`config.mk`:
```
export PLATFORM = sky130hd
export DESIGN_NAME = kf2d_div
export DESIGN_NICKNAME = d
export VERILOG_FILES = /design/src/hdl/kf2d_pkg.sv /design/src/hdl/kf2d_div.sv
export SDC_FILE = /design/constraint.sdc
export NUM_CORES = 1
export LEC_CHECK = 0
export ABC_AREA = 1
export BUFFER_PORTS_ARGS = -buffer_cell sky130_fd_sc_hd__buf_2
export CAP_MARGIN = 0
export CORE_MARGIN = 2
export CORE_UTILIZATION = 38
export CTS_CLUSTER_DIAMETER = 40
export DETAILED_ROUTE_END_ITERATION = 10
export MAX_ROUTING_LAYER = met4
export PLACE_DENSITY_LB_ADDON = 0.1
export SLEW_MARGIN = 20
export SYNTH_ARGS = -nofsm -noshare
export SYNTH_HDL_FRONTEND = slang
export SYNTH_SLANG_ARGS = --single-unit
```
`constraint.sdc`:
```
create_clock -name clk -period 12 [get_ports clk]
set_input_delay 2.4 -clock clk [delete_from_list [all_inputs] [get_ports clk]]
set_output_delay 2.4 -clock clk [all_outputs]
set_load 0.02 [all_outputs]
```
`src/hdl/kf2d_pkg.sv`:
```
// ----------------------------------------------------------------------------
// kf2d_pkg: shared definitions for the 2-D identity-model Kalman filter
// Field widths, item kinds, register indexes and the 32-bit saturation helper
// used by the filter datapath and its divider.
// ----------------------------------------------------------------------------
`default_nettype none

package kf2d_pkg;

	// Default number of fraction bits of the signed fixed-point values.
	localparam int FRAC_BITS_DEF = 16;

	// Widths of the stored values and of the streaming fields.
	localparam int DATA_W  = 32;
	localparam int NOISE_W = 24;
	localparam int KIND_W  = 2;
	localparam int CFG_IDX_W = 8;

	// Item kinds carried on the input tuser.
	localparam logic [KIND_W-1:0] KIND_INIT    = 2'd0;
	localparam logic [KIND_W-1:0] KIND_PREDICT = 2'd1;
	localparam logic [KIND_W-1:0] KIND_UPDATE  = 2'd2;

	// Configuration register indexes.
	localparam logic [CFG_IDX_W-1:0] CFG_PROCESS_NOISE     = 8'd0;
	localparam logic [CFG_IDX_W-1:0] CFG_MEASUREMENT_NOISE = 8'd1;

	// Limits of a signed 32-bit value.
	localparam logic signed [DATA_W-1:0] S32_MAX = 32'sh7FFF_FFFF;
	localparam logic signed [DATA_W-1:0] S32_MIN = 32'sh8000_0000;

	// Clamp a wide signed value into the signed 32-bit range.
	function automatic logic signed [DATA_W-1:0] sat32(input logic signed [63:0] v);
		logic fits;
		fits = (v[63:DATA_W-1] == {(64-DATA_W+1){v[63]}});
		if (fits) begin
			return v[DATA_W-1:0];
		end else if (v[63]) begin
			return S32_MIN;
		end else begin
			return S32_MAX;
		end
	endfunction

endpackage

`default_nettype wire

```
`src/hdl/kf2d_div.sv`:
```
// ----------------------------------------------------------------------------
// kf2d_div: iterative fixed-point divider for the Kalman gain
// Computes (num << FRAC_BITS) / den, truncated toward zero and saturated to
// the signed 32-bit range, one quotient bit per clock.
// ----------------------------------------------------------------------------
`default_nettype none

module kf2d_div
	import kf2d_pkg::*;
#(
	parameter int FRAC_BITS = FRAC_BITS_DEF
) (
	input  wire                                 clk,
	input  wire                                 arst_n,
	input  wire                                 start,
	input  wire  signed [2*DATA_W-FRAC_BITS:0]  num,
	input  wire  signed [2*DATA_W-FRAC_BITS:0]  den,
	output logic                                done,
	output logic signed [DATA_W-1:0]            quo
);

	// Operand width and the width of the scaled dividend.
	localparam int PW    = 2 * DATA_W + 1 - FRAC_BITS;
	localparam int NW    = PW + FRAC_BITS;
	localparam int HI_W  = NW - DATA_W;
	localparam int CNT_W = $clog2(DATA_W + 2);
	localparam logic [CNT_W-1:0] CNT_CHECK = '0;
	localparam logic [CNT_W-1:0] CNT_LAST  = CNT_W'(DATA_W);

	logic                 busy_q;
	logic                 done_q;
	logic [CNT_W-1:0]     cnt_q;
	logic [PW-1:0]        rem_q;
	logic [PW-1:0]        d_q;
	logic [DATA_W-1:0]    lo_q;
	logic [DATA_W-1:0]    q_q;
	logic                 sat_q;
	logic                 neg_q;
	logic signed [DATA_W-1:0] quo_q;

	logic [PW-1:0]        num_abs;
	logic [PW-1:0]        den_abs;
	logic [NW-1:0]        num_scaled;
	logic [PW:0]          trial;
	logic [PW:0]          trial_diff;
	logic                 trial_ge;
	logic [DATA_W-1:0]    limit;
	logic [DATA_W-1:0]    mag;

	// Magnitudes of the operands and the dividend shifted up by the fraction bits.
	assign num_abs    = num[PW-1] ? PW'(-num) : PW'(num);
	assign den_abs    = den[PW-1] ? PW'(-den) : PW'(den);
	assign num_scaled = {num_abs, {FRAC_BITS{1'b0}}};

	// One restoring step: bring down the next dividend bit and try to subtract.
	assign trial      = {rem_q, lo_q[DATA_W-1]};
	assign trial_diff = trial - {1'b0, d_q};
	assign trial_ge   = (trial >= {1'b0, d_q});

	// Saturation to the largest magnitude of the result's sign.
	assign limit = neg_q ? DATA_W'(S32_MIN) : DATA_W'(S32_MAX);
	assign mag   = (sat_q || (q_q > limit)) ? limit : q_q;

	// Sequence control.
	always_ff @(posedge clk or negedge arst_n) begin
		if (!arst_n) begin
			busy_q <= 1'b0;
			done_q <= 1'b0;
			cnt_q  <= '0;
		end else begin
			done_q <= 1'b0;
			if (start) begin
				busy_q <= 1'b1;
				cnt_q  <= CNT_CHECK;
			end else if (busy_q) begin
				if (cnt_q > CNT_LAST) begin
					busy_q <= 1'b0;
					done_q <= 1'b1;
				end else begin
					cnt_q <= cnt_q + 1'b1;
				end
			end
		end
	end

	// Remainder, quotient and result registers.
	always_ff @(posedge clk) begin
		if (start) begin
			neg_q <= num[PW-1] ^ den[PW-1];
			d_q   <= den_abs;
			rem_q <= PW'(num_scaled[NW-1:DATA_W]);
			lo_q  <= num_scaled[DATA_W-1:0];
			q_q   <= '0;
		end else if (busy_q) begin
			if (cnt_q == CNT_CHECK) begin
				// A quotient of 2^32 or more saturates whatever the low bits are.
				sat_q <= (rem_q >= d_q);
			end else if (cnt_q <= CNT_LAST) begin
				rem_q <= trial_ge ? trial_diff[PW-1:0] : trial[PW-1:0];
				q_q   <= {q_q[DATA_W-2:0], trial_ge};
				lo_q  <= {lo_q[DATA_W-2:0], 1'b0};
			end else begin
				quo_q <= neg_q ? signed'(-mag) : signed'(mag);
			end
		end
	end

	assign done = done_q;
	assign quo  = quo_q;

	// The high part of the scaled dividend is narrower than the remainder.
	if (HI_W > PW) begin : g_width_check
		$error("kf2d_div: FRAC_BITS out of range");
	end

endmodule

`default_nettype wire
```
==> metrics, run 1 <==
grt met3 use 2.52%; switch share 41.2%; Crit. End Element flop; critical-path cell list buf_4, inv_1, ha_1, a21oi_1, o21a_1, nand2_1, a21oi_2, nand2_2, nand2_2, nand2_4, nand2_8, nand2_1, inv_2, ha_1, nand2_1, nor2_2, nand2_2, nor2_4, nand2_2, nand2_2, nand2_1, nand2_1, nand2_1; DP Worst Slack 7.01 ns; Die W 208 um; Crit-path slowest cell buf_4; clk_lat worst skew 0.47 ns; syn avg cell area 7.30 um^2; Vias 14700; met1 Use GR 27.7%; Synth Register Bits 188; met2 Use GR 38.5%; Netlist cell types 64; CTS sink cnt 188; Iter 0 DRT Violations 846; Starting Density 38.7%; Main synth FF type edfxtp_1; clk_skew 0.0186 ns; DP HPWL 38100 um; die footprint 43300 um^2; synthesis-to-layout area growth 10.9%; Setup TNS Final 0 ns; Hold/Removal Path Class reg2reg; cts hold-fix bufs 0; fin crit period 4.87 ns; Fillers 4342; Via density 5.22; row cnt 74; RSZ-0062 raised after global routing false; Syn Nets 2404; largest net degree at the start of global routing 70; post-synthesis sequential area ratio 32.4%; Slew headroom 31.3%; final worst slack 7.13 ns; Top Ports 134; H-tree depth 4; wire length per cell 16.6 um; Synth top area share 25.1%; core region area 40900 um^2; Die Y-Extent 208 um; PwrDens 140 nW/um^2; Slew @ Worst Pin 1.01 ns; critical path class reg2reg; TritonCTS clock tree built; n_diodes 0; Synth area leader edfxtp_1; nets 2510; Syn Std Cell Area 15800 um^2; clock share of power 23.1%; first-pass GRT wire length 74600 um; cts repair resizes 0; storage element area 5120 um^2; setup bufs post-CTS 0; TritonCTS buffer count 17; Synth area leaders edfxtp_1 25%, ha_1 11%, nand2_1 10%; antenna violations before repair 0; Ys Warns 0; final worst-path cycle share 40.6%; gpl congestion 0.945; CTS clk-pin slew, worst paths 0.07 ns; DRT antenna net count 0; Switching Power 1.02 mW; crit path DAT 5.09 ns; vias in the first global route 14100; buffers plus inverters on the worst setup path 3; Sequential Power Share 34.6%; Post-synth EDFFs 132; DRC errors left 0; global route total overflow 0; CP delay by family, top simple AND/OR/NAND/NOR gates; outcome finished clean; CTS root buffer clkbuf_16; Gate Count Post-Synth 2167; Total GRT Usage 22.3%; P_int 1.45 mW; critical-path maximum fanout 66; Max clock buf depth 2; Largest stage delay, worst path 0.56 ns; Max rail drop VDD 0.0000764 V; port buffer count 133; Slew Limit Fails 0; async set-reset flop share out of synthesis 4.26%; layout cells sized above 1 10.9%; Worst R2R Setup Slack 7.13 ns; DRT Pass-1 Iters 5; CP most frequent cell nand2_1; max-cap viol count 0; final hold vios 0; crit start category flop; Leak Pwr 7.86 nW; Comb pwr share 42.3%; Final setup viols 0; FMAX 205 MHz; area of the multi-input gates 9390 um^2; routed wire length 46800 um; gr busiest metal met2; worst endpoint required time 12.22 ns
==> cells in the final DEF (no fill, tap or decap), types with 13 or more instances in the layout <==
cell type,instances
nand2_1,426
inv_1,266
nor2_1,235
a21oi_1,187
o21ai_0,171
ha_1,135
edfxtp_1,132
buf_2,132
nand3_1,115
xor2_1,61
dfxtp_1,48
xnor2_1,44
o22ai_1,32
nor3_1,30
nand4_1,24
o21ai_1,17
a31oi_1,17
clkbuf_16,17
o21a_1,15
nand3_2,15
nor2_2,14
o211ai_1,13
==> state kept, by name, summed over array words and instances, names as in the netlist <==
name and count:
quo 32, q_q 32, lo_q 16, done 1
sat_q 1, rem_q 49, busy_q 1, neg_q 1
cnt_q 6, d_q 49
==> cell type report <==
| type | count | area share, % |
|---|---|---|
| clock buffers | 20 | 2.49 |
| clock inverters | 12 | 0.792 |
| flip-flops and latches | 188 | 29.2 |
| well taps | 532 | 3.80 |
| inverters | 281 | 6.02 |
| multi-input cells | 1644 | 53.5 |
| repair buffers | 141 | 4.15 |
==> path summary, 6_finish.rpt <==
check | endpoint | start | cells past startpoint
max | quo[24] | neg_q | 23
min | rem_q[42] | rem_q[42] | 2
max reg2reg | quo[24] | neg_q | 23
min reg2reg | rem_q[42] | rem_q[42] | 2
max in group asynchronous | cnt_q[0] | arst_n | 1
min in group asynchronous | cnt_q[3] | arst_n | 1
==> metrics by stage <==
step,util (%),instance area (um^2),cells,hold slack [ns],total power [mW]
2_1_floorplan,-,15800,2167,0.461,1.58
3_3_place_gp,41.4,17000,2786,0.488,1.89
3_5_place_dp,41.4,17000,2786,0.489,1.90
4_1_cts,42.9,17500,2818,0.501,2.48
5_1_grt,42.9,17500,2818,0.527,2.64
6_report,42.9,17500,2818,0.498,2.46
==> worst reg2reg max path, cell delays in order, from the launching register on <==
cell and delay (ns):
edfxtp_1 0.32, buf_4 0.56, inv_1 0.52, ha_1 0.44
a21oi_1 0.17, o21a_1 0.14, nand2_1 0.06, a21oi_2 0.11
nand2_2 0.07, nand2_2 0.49, nand2_4 0.17, nand2_8 0.30
nand2_1 0.14, inv_2 0.09, ha_1 0.16, nand2_1 0.07
nor2_2 0.16, nand2_2 0.13, nor2_4 0.19, nand2_2 0.08
nand2_2 0.08, nand2_1 0.06, nand2_1 0.06, nand2_1 0.05
==> synthesized netlist by cell type, types with 32 or more instances <==
cell / count
o21ai_0: 171
dfxtp_1: 48
edfxtp_1: 132
nand2_1: 426
xor2_1: 61
nand3_1: 115
xnor2_1: 44
nor2_1: 235
o22ai_1: 32
inv_1: 268
ha_1: 135
a21oi_1: 187
==> cell families (layout without fill, tap and decap cells) <==
group                      Yosys count  after routing  share of synthesized area [%]
AOI/OAI and AO/OA                  492            492                           17.3
and+or+nand+nor                    911            911                           25.4
DFF                                188            188                           32.4
xor gates and xnor gates           105            105                           5.81
buffers and inverters              335            454                           8.27
adders and majority gates          136            136                           10.8
==> per-layer routing <==
layer	vias up	share of wire (%)
met5	-	0
met4	0	1.6
met3	37	3.1
met2	252	50
met1	6849	45
li1	7559	-
==> power by group through the flow <==
stage	combinational [mW]	clock [mW]	sequential, mW
floorplan	0.743	0	0.836
global placement	1.03	0	0.866
detailed placement	1.03	0	0.865
CTS	1.04	0.587	0.852
global route	1.17	0.608	0.859
finish	1.04	0.570	0.852
Note: power is estimated with default switching activity, not from simulation.
==> run 2: changes to the inputs <==
- ABC_AREA: 1 -> 0
- clock period: 12 -> 4.6 ns (I/O delays scaled with it)
==> run 2 against run 1 <==
Against the previous run:
- fmax is 19% higher
- critical path depth is 4 lower
- clock-buffer cell count is 3 lower
- final cell count is 17% lower
- synthesized cell count is 21% lower
- power grew to 2.8 times the previous value
- worst hold slack worse by 0.22 ns
- setup slack worse by 6.6 ns
- register-to-register slack worse by 6.6 ns
==> metrics, run 2 <==
CTS sink cnt 188 (unchanged); final hold vios 0 (unchanged); crit start category flop (unchanged); Synth area leader edfxtp_1 (unchanged); RSZ-0062 raised after global routing false (unchanged); Synth top area share 26.8% (was 25.1%); Syn Nets 1947 (was 2404); Leak Pwr 6.82 nW (was 7.86 nW); largest net degree at the start of global routing 96 (was 70); Total GRT Usage 20.6% (was 22.3%); Die Y-Extent 201 um (was 208 um); Post-synth top cells 207 x nand2_1, 176 x a21oi_1, 135 x ha_1 (was 426 x nand2_1, 268 x inv_1, 235 x nor2_1); Top Ports 134 (unchanged); async set-reset flop share out of synthesis 4.26% (unchanged); cts hold-fix bufs 0 (unchanged); DRC errors left 0 (unchanged); Ys Warns 0 (unchanged); clk_skew 0.0162 ns (was 0.0186 ns); final worst-path cycle share 89.3% (was 40.6%); syn avg cell area 8.65 um^2 (was 7.30 um^2); crit path DAT 4.32 ns (was 5.09 ns); met2 Use GR 30.3% (was 38.5%); core region area 38600 um^2 (was 40900 um^2); gr busiest metal met2 (unchanged); wire length per cell 17.1 um (was 16.6 um); fin crit period 4.11 ns (was 4.87 ns); Starting Density 38.4% (was 38.7%); Reg2Reg Launch Point neg_q (unchanged); Setup TNS Final 0 ns (unchanged); global route total overflow 0 (unchanged); vias in the first global route 12200 (was 14100); TritonCTS clock tree built (unchanged); Post-synth EDFFs 132 (unchanged); clk_lat worst skew 0.47 ns (about the same); Hold/Removal Path Class in2async (was reg2reg); met1 Use GR 29.6% (was 27.7%); Slew Limit Fails 0 (unchanged); nets 2045 (was 2510); max-cap viol count 0 (unchanged); commonest non-fill, non-tap cell in the layout nand2_1 (unchanged); Die W 201 um (was 208 um); CTS clk-pin slew, worst paths 0.09 ns (was 0.07 ns); DRT Pass-1 Iters 5 (unchanged); commonest non-fill, non-tap cells in the layout 206 x nand2_1, 176 x a21oi_1, 135 x ha_1 (was 426 x nand2_1, 266 x inv_1, 235 x nor2_1); Slew headroom 30.2% (was 31.3%); hold slack 0.275 ns (was 0.498 ns); CTS root buffer clkbuf_16 (unchanged); first-pass GRT wire length 65000 um (was 74600 um); Synth area leaders edfxtp_1 27%, ha_1 11%, dfxtp_1 6.5% (was edfxtp_1 25%, ha_1 11%, nand2_1 10%); Netlist cell types 71 (was 64); Final setup viols 0 (unchanged); gpl congestion 0.901 (was 0.945); worst endpoint required time 4.81 ns (was 12.22 ns); top-count cell post-synth nand2_1 (unchanged); DRT antenna net count 0 (unchanged); synthesis-to-layout area growth 12.5% (was 10.9%); critical-path maximum fanout 42 (was 66); row cnt 72 (was 74); FMAX 243 MHz (was 205 MHz); critical path class reg2reg (unchanged); Vias 12700 (was 14700); TritonCTS buffer count 17 (unchanged); outcome finished clean (unchanged); layout cells sized above 1 12.4% (was 10.9%); Iter 0 DRT Violations 718 (was 846); Max clock buf depth 2 (unchanged); Slew @ Worst Pin 1.05 ns (was 1.01 ns); Max rail drop VDD 0.000260 V (was 0.0000764 V); Via density 5.44 (was 5.22); biggest regs d_q: 49 flops, rem_q: 49 flops (unchanged); Main synth FF type edfxtp_1 (unchanged); Crit. End Element flop (unchanged); setup bufs post-CTS 0 (unchanged); DP HPWL 31100 um (was 38100 um); Worst Setup SP neg_q (unchanged); routed wire length 40100 um (was 46800 um); Synth Register Bits 188 (unchanged); die footprint 40500 um^2 (was 43300 um^2); Gate Count Post-Synth 1710 (was 2167); Syn Std Cell Area 14800 um^2 (was 15800 um^2); H-tree depth 4 (unchanged); post-synthesis sequential area ratio 34.6% (was 32.4%); Design Power 6.82 mW (was 2.46 mW); PwrDens 410 nW/um^2 (was 140 nW/um^2); grt met3 use 2.51% (was 2.52%); port buffer count 133 (unchanged); antenna violations before repair 2 (was 0)
-- run 2: final cells by class --
type	instances	area [um^2]
clock inverters	15	175
diodes	2	5.00
well taps	518	648
inverters	77	289
repair buffers	161	907
flip-flops and latches	188	5120
clock buffers	17	425
fillers	3923	21900
multi-input cells	1363	9070
-- run 2: kinds of logic after synthesis --
family	share of synthesized area (%)
adders and majority gates	11.6
DFF	34.6
buffers and inverters	4.14
xor gates and xnor gates	8.41
muxes	1.05
AOI/OAI and AO/OA	22.4
and+or+nand+nor	17.8
-- run 2: where the power goes --
group          switching [mW]  total [mW]  internal, mW
clock                   0.769        1.55         0.779
combinational            1.79        2.98          1.19
sequential              0.212        2.29          2.08
-- run 2: metrics by stage --
step / setup WS [ns] / utilization, % / instances / instance area (um^2)
floorplan: 0.366 / - / 1710 / 14800
global placement: 0.335 / 41.6 / 2307 / 16000
detailed placement: 0.280 / 41.6 / 2307 / 16000
CTS: 0.332 / 43.1 / 2339 / 16600
global route: 0.0565 / 43.2 / 2341 / 16600
finish: 0.493 / 43.2 / 2341 / 16600
-- run 2: repair_timing --
action | in CTS | in global routing
endpoints found under the hold margin | 0 | 0
gates resized for setup | 0 | 2
setup endpoints to repair | 0 | 1
-- run 2: layer usage --
layer / routed length (um) / vias up
li1: - / 6525
met1: 20900 / 5905
met2: 17100 / 256
met3: 1430 / 45
met4: 750 / 0
met5: 0 / -
-- run 2: worst paths after layout --
path	to	depth (start not counted)	slack (ns)
worst max-delay path	quo[28]	19	0.49
worst min-delay path	cnt_q[5]	1	0.27
worst max register to register	quo[28]	19	0.49
worst min register to register	q_q[31]	2	0.49
max in group asynchronous	cnt_q[2]	1	4.14
min in group clk	q_q[31]	2	0.49
-- run 2: critical path: stages (launching register included) --
cell and delay (ns):
edfxtp_1 0.42, buf_12 0.21, ha_1 0.30, a21o_1 0.16, a21o_1 0.17, a221oi_1 0.28, o21ai_0 0.17, a21oi_1 0.20
o21bai_2 0.12, clkinv_1 0.06, a21boi_0 0.10, inv_1 0.08, ha_1 0.24, nand2_1 0.11, or4_1 0.51, nand2b_1 0.20
nor3_1 0.21, xnor2_1 0.09, o22ai_1 0.14, a21oi_1 0.08
